### src/rtl/core/sorted_array_insert_remove_macros.svh
// Assertion macros for the sorted array RTL.
`ifndef SORTED_ARRAY_INSERT_REMOVE_MACROS_SVH
`define SORTED_ARRAY_INSERT_REMOVE_MACROS_SVH

`ifndef SYNTHESIS
// Same-cycle implication.
`define SAI_ASSERT(label, clk, rstn, ante, cons) \
    label: assert property (@(posedge clk) disable iff (!(rstn)) (ante) |-> (cons)) \
        else $error("sorted array assertion failed");
// Next-cycle implication.
`define SAI_ASSERT_NEXT(label, clk, rstn, ante, cons) \
    label: assert property (@(posedge clk) disable iff (!(rstn)) (ante) |=> (cons)) \
        else $error("sorted array assertion failed");
`else
`define SAI_ASSERT(label, clk, rstn, ante, cons)
`define SAI_ASSERT_NEXT(label, clk, rstn, ante, cons)
`endif

`endif

### src/rtl/core/sai_pkg.sv
package sai_pkg;

    localparam int DEPTH_DEF = 32;
    localparam int VALUE_W   = 32;
    localparam int POS_W     = 5;
    localparam int COUNT_W   = 6;
    // wide enough for any cell index up to 511
    localparam int IDXCMP_W  = 9;

    localparam logic [1:0] MODE_INSERT = 2'd0;
    localparam logic [1:0] MODE_REMOVE = 2'd1;
    localparam logic [1:0] MODE_READ   = 2'd2;

    localparam logic [1:0] ST_OK        = 2'd0;
    localparam logic [1:0] ST_FULL      = 2'd1;
    localparam logic [1:0] ST_NOT_FOUND = 2'd2;
    localparam logic [1:0] ST_RANGE     = 2'd3;

    // command broadcast to every cell
    typedef struct packed {
        logic                       eval;
        logic                       ins;
        logic                       rem;
        logic signed [VALUE_W-1:0]  value;
        logic [POS_W-1:0]           position;
    } sai_cmd_t;

endpackage

### src/rtl/core/sorted_array_insert_remove.sv
// Channel | Direction | Ports
// --------+-----------+--------------------------------------------------------
// s_      | in        | s_valid s_ready s_mode s_value s_position
// m_      | out       | m_valid m_ready m_status m_read_value m_count m_is_empty m_is_full
//
// Each word passes three steps: accept, parallel compare in all cells, apply shift; no new word until applied.
// The apply step waits while a previous result is still held on the m_ side.
// aresetn (synchronous) empties the array; stored words keep their old bits.
// Read, remove-miss, full insert and mode 3 leave the array unchanged.
module sorted_array_insert_remove
    import sai_pkg::*;
#(
    parameter int DEPTH = DEPTH_DEF
) (
    input  logic                        aclk,
    input  logic                        aresetn,
    input  logic                        s_valid,
    output logic                        s_ready,
    input  logic [1:0]                  s_mode,
    input  logic signed [VALUE_W-1:0]   s_value,
    input  logic [POS_W-1:0]            s_position,
    output logic                        m_valid,
    input  logic                        m_ready,
    output logic [1:0]                  m_status,
    output logic signed [VALUE_W-1:0]   m_read_value,
    output logic [COUNT_W-1:0]          m_count,
    output logic                        m_is_empty,
    output logic                        m_is_full
);

    `include "sorted_array_insert_remove_macros.svh"

    localparam int CNT_W = $clog2(DEPTH+1);

    typedef enum logic [1:0] {
        S_IDLE,
        S_EVAL,
        S_APPLY
    } state_t;

    state_t                     state_reg;
    logic [1:0]                 mode_reg;
    logic signed [VALUE_W-1:0]  value_reg;
    logic [POS_W-1:0]           position_reg;
    logic [CNT_W-1:0]           count_reg;
    logic [CNT_W-1:0]           count_next;
    logic                       m_valid_reg;
    logic [1:0]                 status_reg;
    logic signed [VALUE_W-1:0]  read_value_reg;
    logic [COUNT_W-1:0]         count_out_reg;
    logic                       empty_reg;
    logic                       full_reg;

    sai_cmd_t                   cmd;
    logic signed [VALUE_W-1:0]  cell_val [DEPTH];
    logic [DEPTH-1:0]           cell_le;
    logic [DEPTH-1:0]           cell_eq;
    logic [DEPTH-1:0]           cell_hit;
    logic signed [VALUE_W-1:0]  cell_rd [DEPTH];
    logic signed [VALUE_W-1:0]  rd_or;
    logic                       out_free;
    logic                       apply_go;
    logic                       is_full_now;
    logic                       found;
    logic                       ins_en;
    logic                       rem_en;
    logic [1:0]                 status_next;
    logic [CNT_W+COUNT_W-1:0]   count_ext;

    assign s_ready     = (state_reg == S_IDLE);
    assign out_free    = !m_valid_reg || m_ready;
    assign apply_go    = (state_reg == S_APPLY) && out_free;
    assign is_full_now = (count_reg == CNT_W'(DEPTH));
    assign found       = |cell_eq;
    assign ins_en      = apply_go && (mode_reg == MODE_INSERT) && !is_full_now;
    assign rem_en      = apply_go && (mode_reg == MODE_REMOVE) && found;

    assign cmd.eval     = (state_reg == S_EVAL);
    assign cmd.ins      = ins_en;
    assign cmd.rem      = rem_en;
    assign cmd.value    = value_reg;
    assign cmd.position = position_reg;

    always_comb begin
        rd_or = '0;
        for (int i = 0; i < DEPTH; i++) begin
            rd_or = rd_or | cell_rd[i];
        end
    end

    always_comb begin
        count_next = count_reg;
        if (ins_en) begin
            count_next = count_reg + CNT_W'(1);
        end else if (rem_en) begin
            count_next = count_reg - CNT_W'(1);
        end
    end

    always_comb begin
        case (mode_reg)
            MODE_INSERT: status_next = is_full_now ? ST_FULL : ST_OK;
            MODE_REMOVE: status_next = found ? ST_OK : ST_NOT_FOUND;
            MODE_READ:   status_next = (|cell_hit) ? ST_OK : ST_RANGE;
            default:     status_next = ST_OK;
        endcase
    end

    // report the low bits of the count
    assign count_ext = {{COUNT_W{1'b0}}, count_next};

    genvar g;
    generate
        for (g = 0; g < DEPTH; g++) begin : g_cell
            logic signed [VALUE_W-1:0] pv;
            logic                      pl;
            logic signed [VALUE_W-1:0] nv;
            if (g == 0) begin : g_first
                assign pv = '0;
                assign pl = 1'b1;
            end else begin : g_mid
                assign pv = cell_val[g-1];
                assign pl = cell_le[g-1];
            end
            if (g == DEPTH-1) begin : g_last
                assign nv = '0;
            end else begin : g_inner
                assign nv = cell_val[g+1];
            end
            sai_cell #(
                .DEPTH (DEPTH),
                .INDEX (g)
            ) u_cell (
                .aclk     (aclk),
                .cmd      (cmd),
                .count    (count_reg),
                .prev_val (pv),
                .prev_le  (pl),
                .next_val (nv),
                .val      (cell_val[g]),
                .le       (cell_le[g]),
                .eq       (cell_eq[g]),
                .hit      (cell_hit[g]),
                .rd       (cell_rd[g])
            );
        end
    endgenerate

    always_ff @(posedge aclk) begin
        if (!aresetn) begin
            state_reg   <= S_IDLE;
            count_reg   <= '0;
            m_valid_reg <= 1'b0;
        end else begin
            if (m_valid_reg && m_ready && !apply_go) begin
                m_valid_reg <= 1'b0;
            end
            case (state_reg)
                S_IDLE: begin
                    if (s_valid) begin
                        mode_reg     <= s_mode;
                        value_reg    <= s_value;
                        position_reg <= s_position;
                        state_reg    <= S_EVAL;
                    end
                end
                S_EVAL: begin
                    state_reg <= S_APPLY;
                end
                S_APPLY: begin
                    if (out_free) begin
                        count_reg      <= count_next;
                        m_valid_reg    <= 1'b1;
                        status_reg     <= status_next;
                        read_value_reg <= (mode_reg == MODE_READ) ? rd_or : '0;
                        count_out_reg  <= count_ext[COUNT_W-1:0];
                        empty_reg      <= (count_next == '0);
                        full_reg       <= (count_next == CNT_W'(DEPTH));
                        state_reg      <= S_IDLE;
                    end
                end
                default: begin
                    state_reg <= S_IDLE;
                end
            endcase
        end
    end

    assign m_valid      = m_valid_reg;
    assign m_status     = status_reg;
    assign m_read_value = read_value_reg;
    assign m_count      = count_out_reg;
    assign m_is_empty   = empty_reg;
    assign m_is_full    = full_reg;

    `SAI_ASSERT(a_count_bound, aclk, aresetn, 1'b1, count_reg <= CNT_W'(DEPTH))
    `SAI_ASSERT_NEXT(a_ins_count, aclk, aresetn, ins_en, count_reg == $past(count_reg) + CNT_W'(1))
    `SAI_ASSERT(a_found_nonempty, aclk, aresetn, (state_reg == S_APPLY) && found, count_reg != '0)
    `SAI_ASSERT(a_hit_onehot, aclk, aresetn, state_reg == S_APPLY, $onehot0(cell_hit))

endmodule

### src/rtl/core/sai_cell.sv
module sai_cell
    import sai_pkg::*;
#(
    parameter int DEPTH = DEPTH_DEF,
    parameter int INDEX = 0
) (
    input  logic                          aclk,
    input  sai_cmd_t                      cmd,
    input  logic [$clog2(DEPTH+1)-1:0]    count,
    input  logic signed [VALUE_W-1:0]     prev_val,
    input  logic                          prev_le,
    input  logic signed [VALUE_W-1:0]     next_val,
    output logic signed [VALUE_W-1:0]     val,
    output logic                          le,
    output logic                          eq,
    output logic                          hit,
    output logic signed [VALUE_W-1:0]     rd
);

    localparam int CNT_W = $clog2(DEPTH+1);

    logic signed [VALUE_W-1:0] e_reg;
    logic                      le_reg;
    logic                      lt_reg;
    logic                      eq_reg;
    logic                      hit_reg;
    logic                      in_use;

    assign in_use = (count > CNT_W'(INDEX));

    always_ff @(posedge aclk) begin
        if (cmd.eval) begin
            le_reg  <= in_use && (e_reg <= cmd.value);
            lt_reg  <= in_use && (e_reg <  cmd.value);
            eq_reg  <= in_use && (e_reg == cmd.value);
            hit_reg <= in_use && (IDXCMP_W'(cmd.position) == IDXCMP_W'(INDEX));
        end
        if (cmd.ins) begin
            // keep smaller-or-equal words, place the new word at the boundary, shift the rest up
            if (!le_reg) begin
                e_reg <= prev_le ? cmd.value : prev_val;
            end
        end else if (cmd.rem) begin
            // close the gap from the first matching word upward
            if (!lt_reg) begin
                e_reg <= next_val;
            end
        end
    end

    assign val = e_reg;
    assign le  = le_reg;
    assign eq  = eq_reg;
    assign hit = hit_reg;
    assign rd  = hit_reg ? e_reg : '0;

endmodule
### config.mk
export PLATFORM = sky130hd
export DESIGN_NAME = sorted_array_insert_remove
export DESIGN_NICKNAME = d
export VERILOG_FILES = /design/src/rtl/core/sai_pkg.sv /design/src/rtl/core/sorted_array_insert_remove.sv /design/src/rtl/core/sai_cell.sv
export VERILOG_INCLUDE_DIRS = /design/src /design/src/rtl/core
export SDC_FILE = /design/constraint.sdc
export NUM_CORES = 2
export LEC_CHECK = 0
export BUFFER_PORTS_ARGS = -buffer_cell sky130_fd_sc_hd__buf_2
export CORE_MARGIN = 8
export CORE_UTILIZATION = 57
export DETAILED_ROUTE_END_ITERATION = 10
export PLACE_DENSITY = 0.74
export SLEW_MARGIN = 20
export SYNTH_ARGS = -nofsm -noshare
export SYNTH_HDL_FRONTEND = slang
export SYNTH_HIERARCHICAL = 1
export SYNTH_SLANG_ARGS = --single-unit
### constraint.sdc
create_clock -name aclk -period 8.9 [get_ports aclk]
set_input_delay 0.445 -clock aclk [delete_from_list [all_inputs] [get_ports aclk]]
set_output_delay 0.445 -clock aclk [all_outputs]
set_load 0.05 [all_outputs]
# Word-level counts from Yosys, hierarchy flattened
# Cells that the tools add are included.
[word_totals]
register_bits = 1242
output_inout_bits = 44
in_bits = 43
wordCells = 820
[classes]
n_bitwise = 31
n_mux = 203
addsub = 2
order_cmp = 96
eq_ne = 135
n_reduce_logical = 182
[ops]
columns = ["cell", "count"]
rows = [
  ["$mux 32", 191],
  ["$eq 32x32->1", 32],
  ["$le 32x32->1", 32],
  ["$lt 32x32->1", 32],
  ["$or 32x32->32", 31],
  ["$logic_and 1x1->1", 135],
  ["$ne 2x2->1 const B", 66],
  ["$reduce_and 3->1", 34],
  ["$gt 6x5->1 const B", 16],
  ["$eq 5x5->1 const B", 16],
  ["$reduce_or 32->1", 2],
  ["$gt 6x4->1 const B", 8],
  ["$eq 5x4->1 const B", 8],
  ["$gt 6x3->1 const B", 4],
  ["$eq 5x3->1 const B", 4],
  ["$eq 6x6->1 const B", 2],
  ["$gt 6x1->1 const B", 2],
  ["$gt 6x2->1 const B", 2],
  ["$mux 6", 2],
  ["$pmux 2 s3", 2],
  ["$eq 5x2->1 const B", 2],
  ["$mux 2", 4],
  ["$add 6x1->6 const B", 1],
  ["$logic_not 6->1", 1],
  ["other kinds (11)", 20],
]

# Logic depth before layout (Yosys ltp)
[depth]
ltp_word = 32
depth_mapped = 9
ltp_nobuf = 8

# Cells and area by module
# Netlist, hierarchy kept.
[modules_own_cells]
columns = ["mod", "seq_area_each_um2", "instances", "area_per_inst_um2", "cells_per_inst"]
rows = [
  ["sai_cell (g_cell[16].u_cell ...)", 1081.0, 3, 2819.0, 305],
  ["sai_cell (g_cell[23].u_cell ...)", 1081.0, 2, 2815.2, 305],
  ["sorted_array_insert_remove", 2612.5, 1, 5600.4, 585],
  ["sai_cell (g_cell[5].u_cell)", 1081.0, 1, 2872.8, 307],
  ["sai_cell (g_cell[10].u_cell)", 1081.0, 1, 2862.7, 305],
  ["sai_cell (g_cell[13].u_cell)", 1081.0, 1, 2859.0, 307],
  ["sai_cell (g_cell[12].u_cell)", 1081.0, 1, 2855.2, 311],
  ["sai_cell (g_cell[1].u_cell)", 1081.0, 1, 2854.0, 306],
  ["sai_cell (g_cell[4].u_cell)", 1081.0, 1, 2854.0, 307],
  ["sai_cell (g_cell[18].u_cell)", 1081.0, 1, 2837.7, 306],
  ["sai_cell (g_cell[9].u_cell)", 1081.0, 1, 2837.7, 305],
  ["sai_cell (g_cell[19].u_cell)", 1081.0, 1, 2835.2, 308],
  ["sai_cell (g_cell[26].u_cell)", 1081.0, 1, 2835.2, 305],
  ["sai_cell (g_cell[31].u_cell)", 1081.0, 1, 2835.2, 304],
  ["16 more rows", "--", "--", "--", "--"],
]

# Worst setup path after synthesis
# No wires, ideal clock.
[synth_path]
path_kind = "flip-flop to flip-flop"
startpoint = "register state_reg[0]"
endpoint = "register g_cell[0].u_cell.eq_reg (enable)"
setup_time_ns = 0.634
n_path_buf = 0
required_time_ns = 8.266
period_less_slack_ns = 6.656
t_arrival_ns = 6.022
setup_slack_ns = 2.244
path_stages_with_launch = 2
cell_sequence = "dfxtp_1 -> nor2b_1"
[synth_rtl]
columns = ["element", "line", "rtl"]
rows = [
  ["start: declaration", "sorted_array_insert_remove.sv:41", "state_t state_reg;"],
  ["start signal: assignment", "sorted_array_insert_remove.sv:151", "state_reg <= S_IDLE;"],
  ["start signal: assignment", "sorted_array_insert_remove.sv:164", "state_reg <= S_EVAL;"],
  ["start signal: assignment", "sorted_array_insert_remove.sv:168", "state_reg <= S_APPLY;"],
  ["end signal: assignment", "sai_cell.sv:35", "eq_reg <= in_use && (e_reg == cmd.value);"],
  ["end: declaration", "sai_cell.sv:25", "logic eq_reg;"],
]

==> results.cfg <==
[logic_synthesis]
top_post_synthesis_cells_by_area = sky130_fd_sc_hd__edfxtp_1, sky130_fd_sc_hd__ha_1, sky130_fd_sc_hd__mux2i_1
synthCells = 10369
synth_seq_cells = 1242
ys_warn_count = 6
syn-mean-instance-area_sq_um = 9.276
async_flop_share_pct = 0
yosys.area.top_type_share_pct = 38.50
syn-cell-area_sq_um = 96180
synth-seq-area-share_pct = 38.68
synth_enable_flop_cells = 1233
synthDominantAreaCellType = sky130_fd_sc_hd__edfxtp_1
ys_types = 111
synth_ff_type = sky130_fd_sc_hd__edfxtp_1

[detailed_routing]
detail_route.drc_violations = 0
via_count = 80073
wire_per_inst_um = 24.47
drt_first_pass_iters = 7
antenna_violating_nets_post_route = 0
route.final.wire_length_um = 312500
drt_first_iter_violations = 9104
routed_via_density = 6.270

[clocking]
cts_resized = 0
h_tree_depth = 4
cts_tree = done
numCtsBuffers = 146
register_clock_pin_slew_on_the_reported_worst_setup_and_hold_paths_ns = 0.06
post-cts-setup-buffer-count = 0
ctsLongestPathBuffers = 3
clock-sinks = 1242
clock-root-buffer = sky130_fd_sc_hd__clkbuf_16
clk_latency_ns = 0.81

[critical_path]
startpoint = count_reg[0]
critPathArrivalTime_ns = 5.19
critical_path_peak_fanout = 160
reg2reg_slack_ns = 4.14
r2r.worst_path.cells = 10
timing.critical_path.from_type = flip-flop
worstPathRequired_ns = 9.32
reg2reg_to = g_cell[2].u_cell/val[4]
reg2reg_from = count_reg[0]
setup.worst_path.end_class = flip-flop
timing.critical_path.to = g_cell[2].u_cell/val[4]
worst-setup-path-type = flip-flop to flip-flop

[grt]
grt.total_usage_pct = 33.01
antenna_found_initial = 5
grt_max_degree = 214
first_global_vias = 77427
globalRoute.totalOverflow = 0
grt_pass1_wl_um = 466200

[power_and_ir_drop]
vdd.ir_drop.worst_v = 0.0002016
total_leakage_power_nw = 45.72
power_per_cell_area_nw_per_um2 = 134.2
fin_total_pwr_mw = 14.13

[layout]
layout-area-overhead-vs-synth_pct = 9.408
post_route_cell_area_sq_um = 105200
instances_no_fill = 12771
final_core_utilization_pct = 62.86
largest_register_ffs = 1024
post_route_cells_drive_above_1_share_pct = 6.391
nets = 11515

[die]
fp.dieH_um = 426.8
dieArea_sq_um = 182100
die_w_um = 426.8
fp_rows = 150
placeableCoreArea_sq_um = 167400
pin_count = 87
floorplan.initialDensity_pct = 57.45

[sta]
worstMarginPinSlew_ns = 1.343
grt_setup_unrepaired = false
hold_ws_ns = 0.3615
fin_crit_sh_pct = 53.54
fmax_mhz = 209.9
timing.clock.skew_ns = 0.03398
timing_max_transition_violations_final = 0
post-route-min-period_ns = 4.765
final.setup.tns_ns = 0
slew_headroom_pct = 9.651
timing_hold_violations_final = 0
setup_violations = 0
fin_ws_ns = 4.135

[hold_path]
hold_path_class = input pin to flip-flop
timing.hold.worst_path_depth = 2

[placed_design]
dpl.cell_count = 12444
place.detailed.hpwl_um = 232400
numPortBuffers = 86
gp_congestion = 0.9459
dpl-instance-area_sq_um = 99730
placement.setup.worst_slack_ns = 4.151

[outcome]
status = finished, final reports clean

[run]
drv_cap = 0
## metal layers
| layer | wire, um | vias up | global-route usage [%] |
|---|---|---|---|
| met1 | 119700 | 38357 | 40.64 |
| met5 | 27 | - | 0 |
| li1 | - | 37274 | - |
| met2 | 146100 | 3590 | 54.29 |
| met3 | 23470 | 848 | 5.075 |
| met4 | 23290 | 4 | 20.85 |
## power by group
group          leakage, nW  switching (mW)  internal [mW]
Sequential            11.3          0.0797           6.47
Clock                 2.27            2.58           3.48
Combinational         32.2           0.970          0.540
## cells in the mapped netlist, types with 38 or more instances
master	number
sky130_fd_sc_hd__ha_1	1027
sky130_fd_sc_hd__inv_1	1099
sky130_fd_sc_hd__a211oi_1	38
sky130_fd_sc_hd__a21o_1	61
sky130_fd_sc_hd__mux2i_1	1029
sky130_fd_sc_hd__nand3_1	106
sky130_fd_sc_hd__nand4_1	272
sky130_fd_sc_hd__and2_1	1026
sky130_fd_sc_hd__a21oi_1	1421
sky130_fd_sc_hd__nor2_1	1259
sky130_fd_sc_hd__clkbuf_1	336
sky130_fd_sc_hd__o21ai_0	120
sky130_fd_sc_hd__nor4_1	311
sky130_fd_sc_hd__nor3_1	58
sky130_fd_sc_hd__edfxtp_1	1233
sky130_fd_sc_hd__nand2_1	330
sky130_fd_sc_hd__o211ai_1	47
sky130_fd_sc_hd__buf_2	91
## cell families after synthesis
logic type	share of synthesized area, %
flops	38.68
simple gates	19.49
xor+xnor	0.009108
buf+inv	6.171
compound gates	11.55
mux	10.73
other cells	0.007808
fa+ha+maj	13.36
## worst min path at each step
stage	slack, ns	endpoint	from
2_1_floorplan	0.54	mode_reg[0]	s_mode[0]
3_3_place_gp	0.52	m_valid	m_valid
3_5_place_dp	0.53	m_valid	m_valid
4_1_cts	0.31	position_reg[4]	s_position[4]
5_1_grt	0.35	value_reg[20]	s_value[20]
6_report	0.36	value_reg[0]	s_value[0]
## area by class of cell
cell class | count | area (sq um)
repair buffers | 317 | 2715
fillers | 13625 | 62180
flip-flops and latches | 1242 | 37210
clock buffers | 188 | 3915
multi-input cells | 7639 | 53730
well taps | 2204 | 2758
diodes | 6 | 15.01
inverters | 1099 | 4133
clock inverters | 76 | 757.0
## critical path, stage by stage (launching register included)
cell,delay [ns]
sky130_fd_sc_hd__dfxtp_1,0.87
sky130_fd_sc_hd__inv_1,0.20
sky130_fd_sc_hd__ha_1,0.25
sky130_fd_sc_hd__nand4b_1,0.13
sky130_fd_sc_hd__nand2_1,0.19
sky130_fd_sc_hd__inv_8,0.48
sky130_fd_sc_hd__buf_12,0.56
sky130_fd_sc_hd__buf_4,0.67
sky130_fd_sc_hd__inv_1,0.17
sky130_fd_sc_hd__o21ai_4,0.17
sky130_fd_sc_hd__buf_4,0.45
## cell usage in the layout (no fill, tap or decap), drive strengths merged, types with 65 or more instances in the layout
master / netlist / routed
buf: 116 / 274
and2: 1032 / 1032
o21ai: 152 / 152
nand2: 333 / 333
mux2i: 1030 / 1030
nand3: 112 / 112
conb: 2 / 65
nor2: 1263 / 1263
nand4: 280 / 280
a21oi: 1445 / 1445
ha: 1027 / 1027
nor4: 332 / 332
clkbuf: 336 / 188
edfxtp: 1233 / 1233
inv: 1099 / 1106
## repair_timing
action,CTS,global route
hold buffers,43,0
hold endpoints to repair,42,0
endpoints found under the setup margin,0,0
Power figures use the tool's default switching activity.
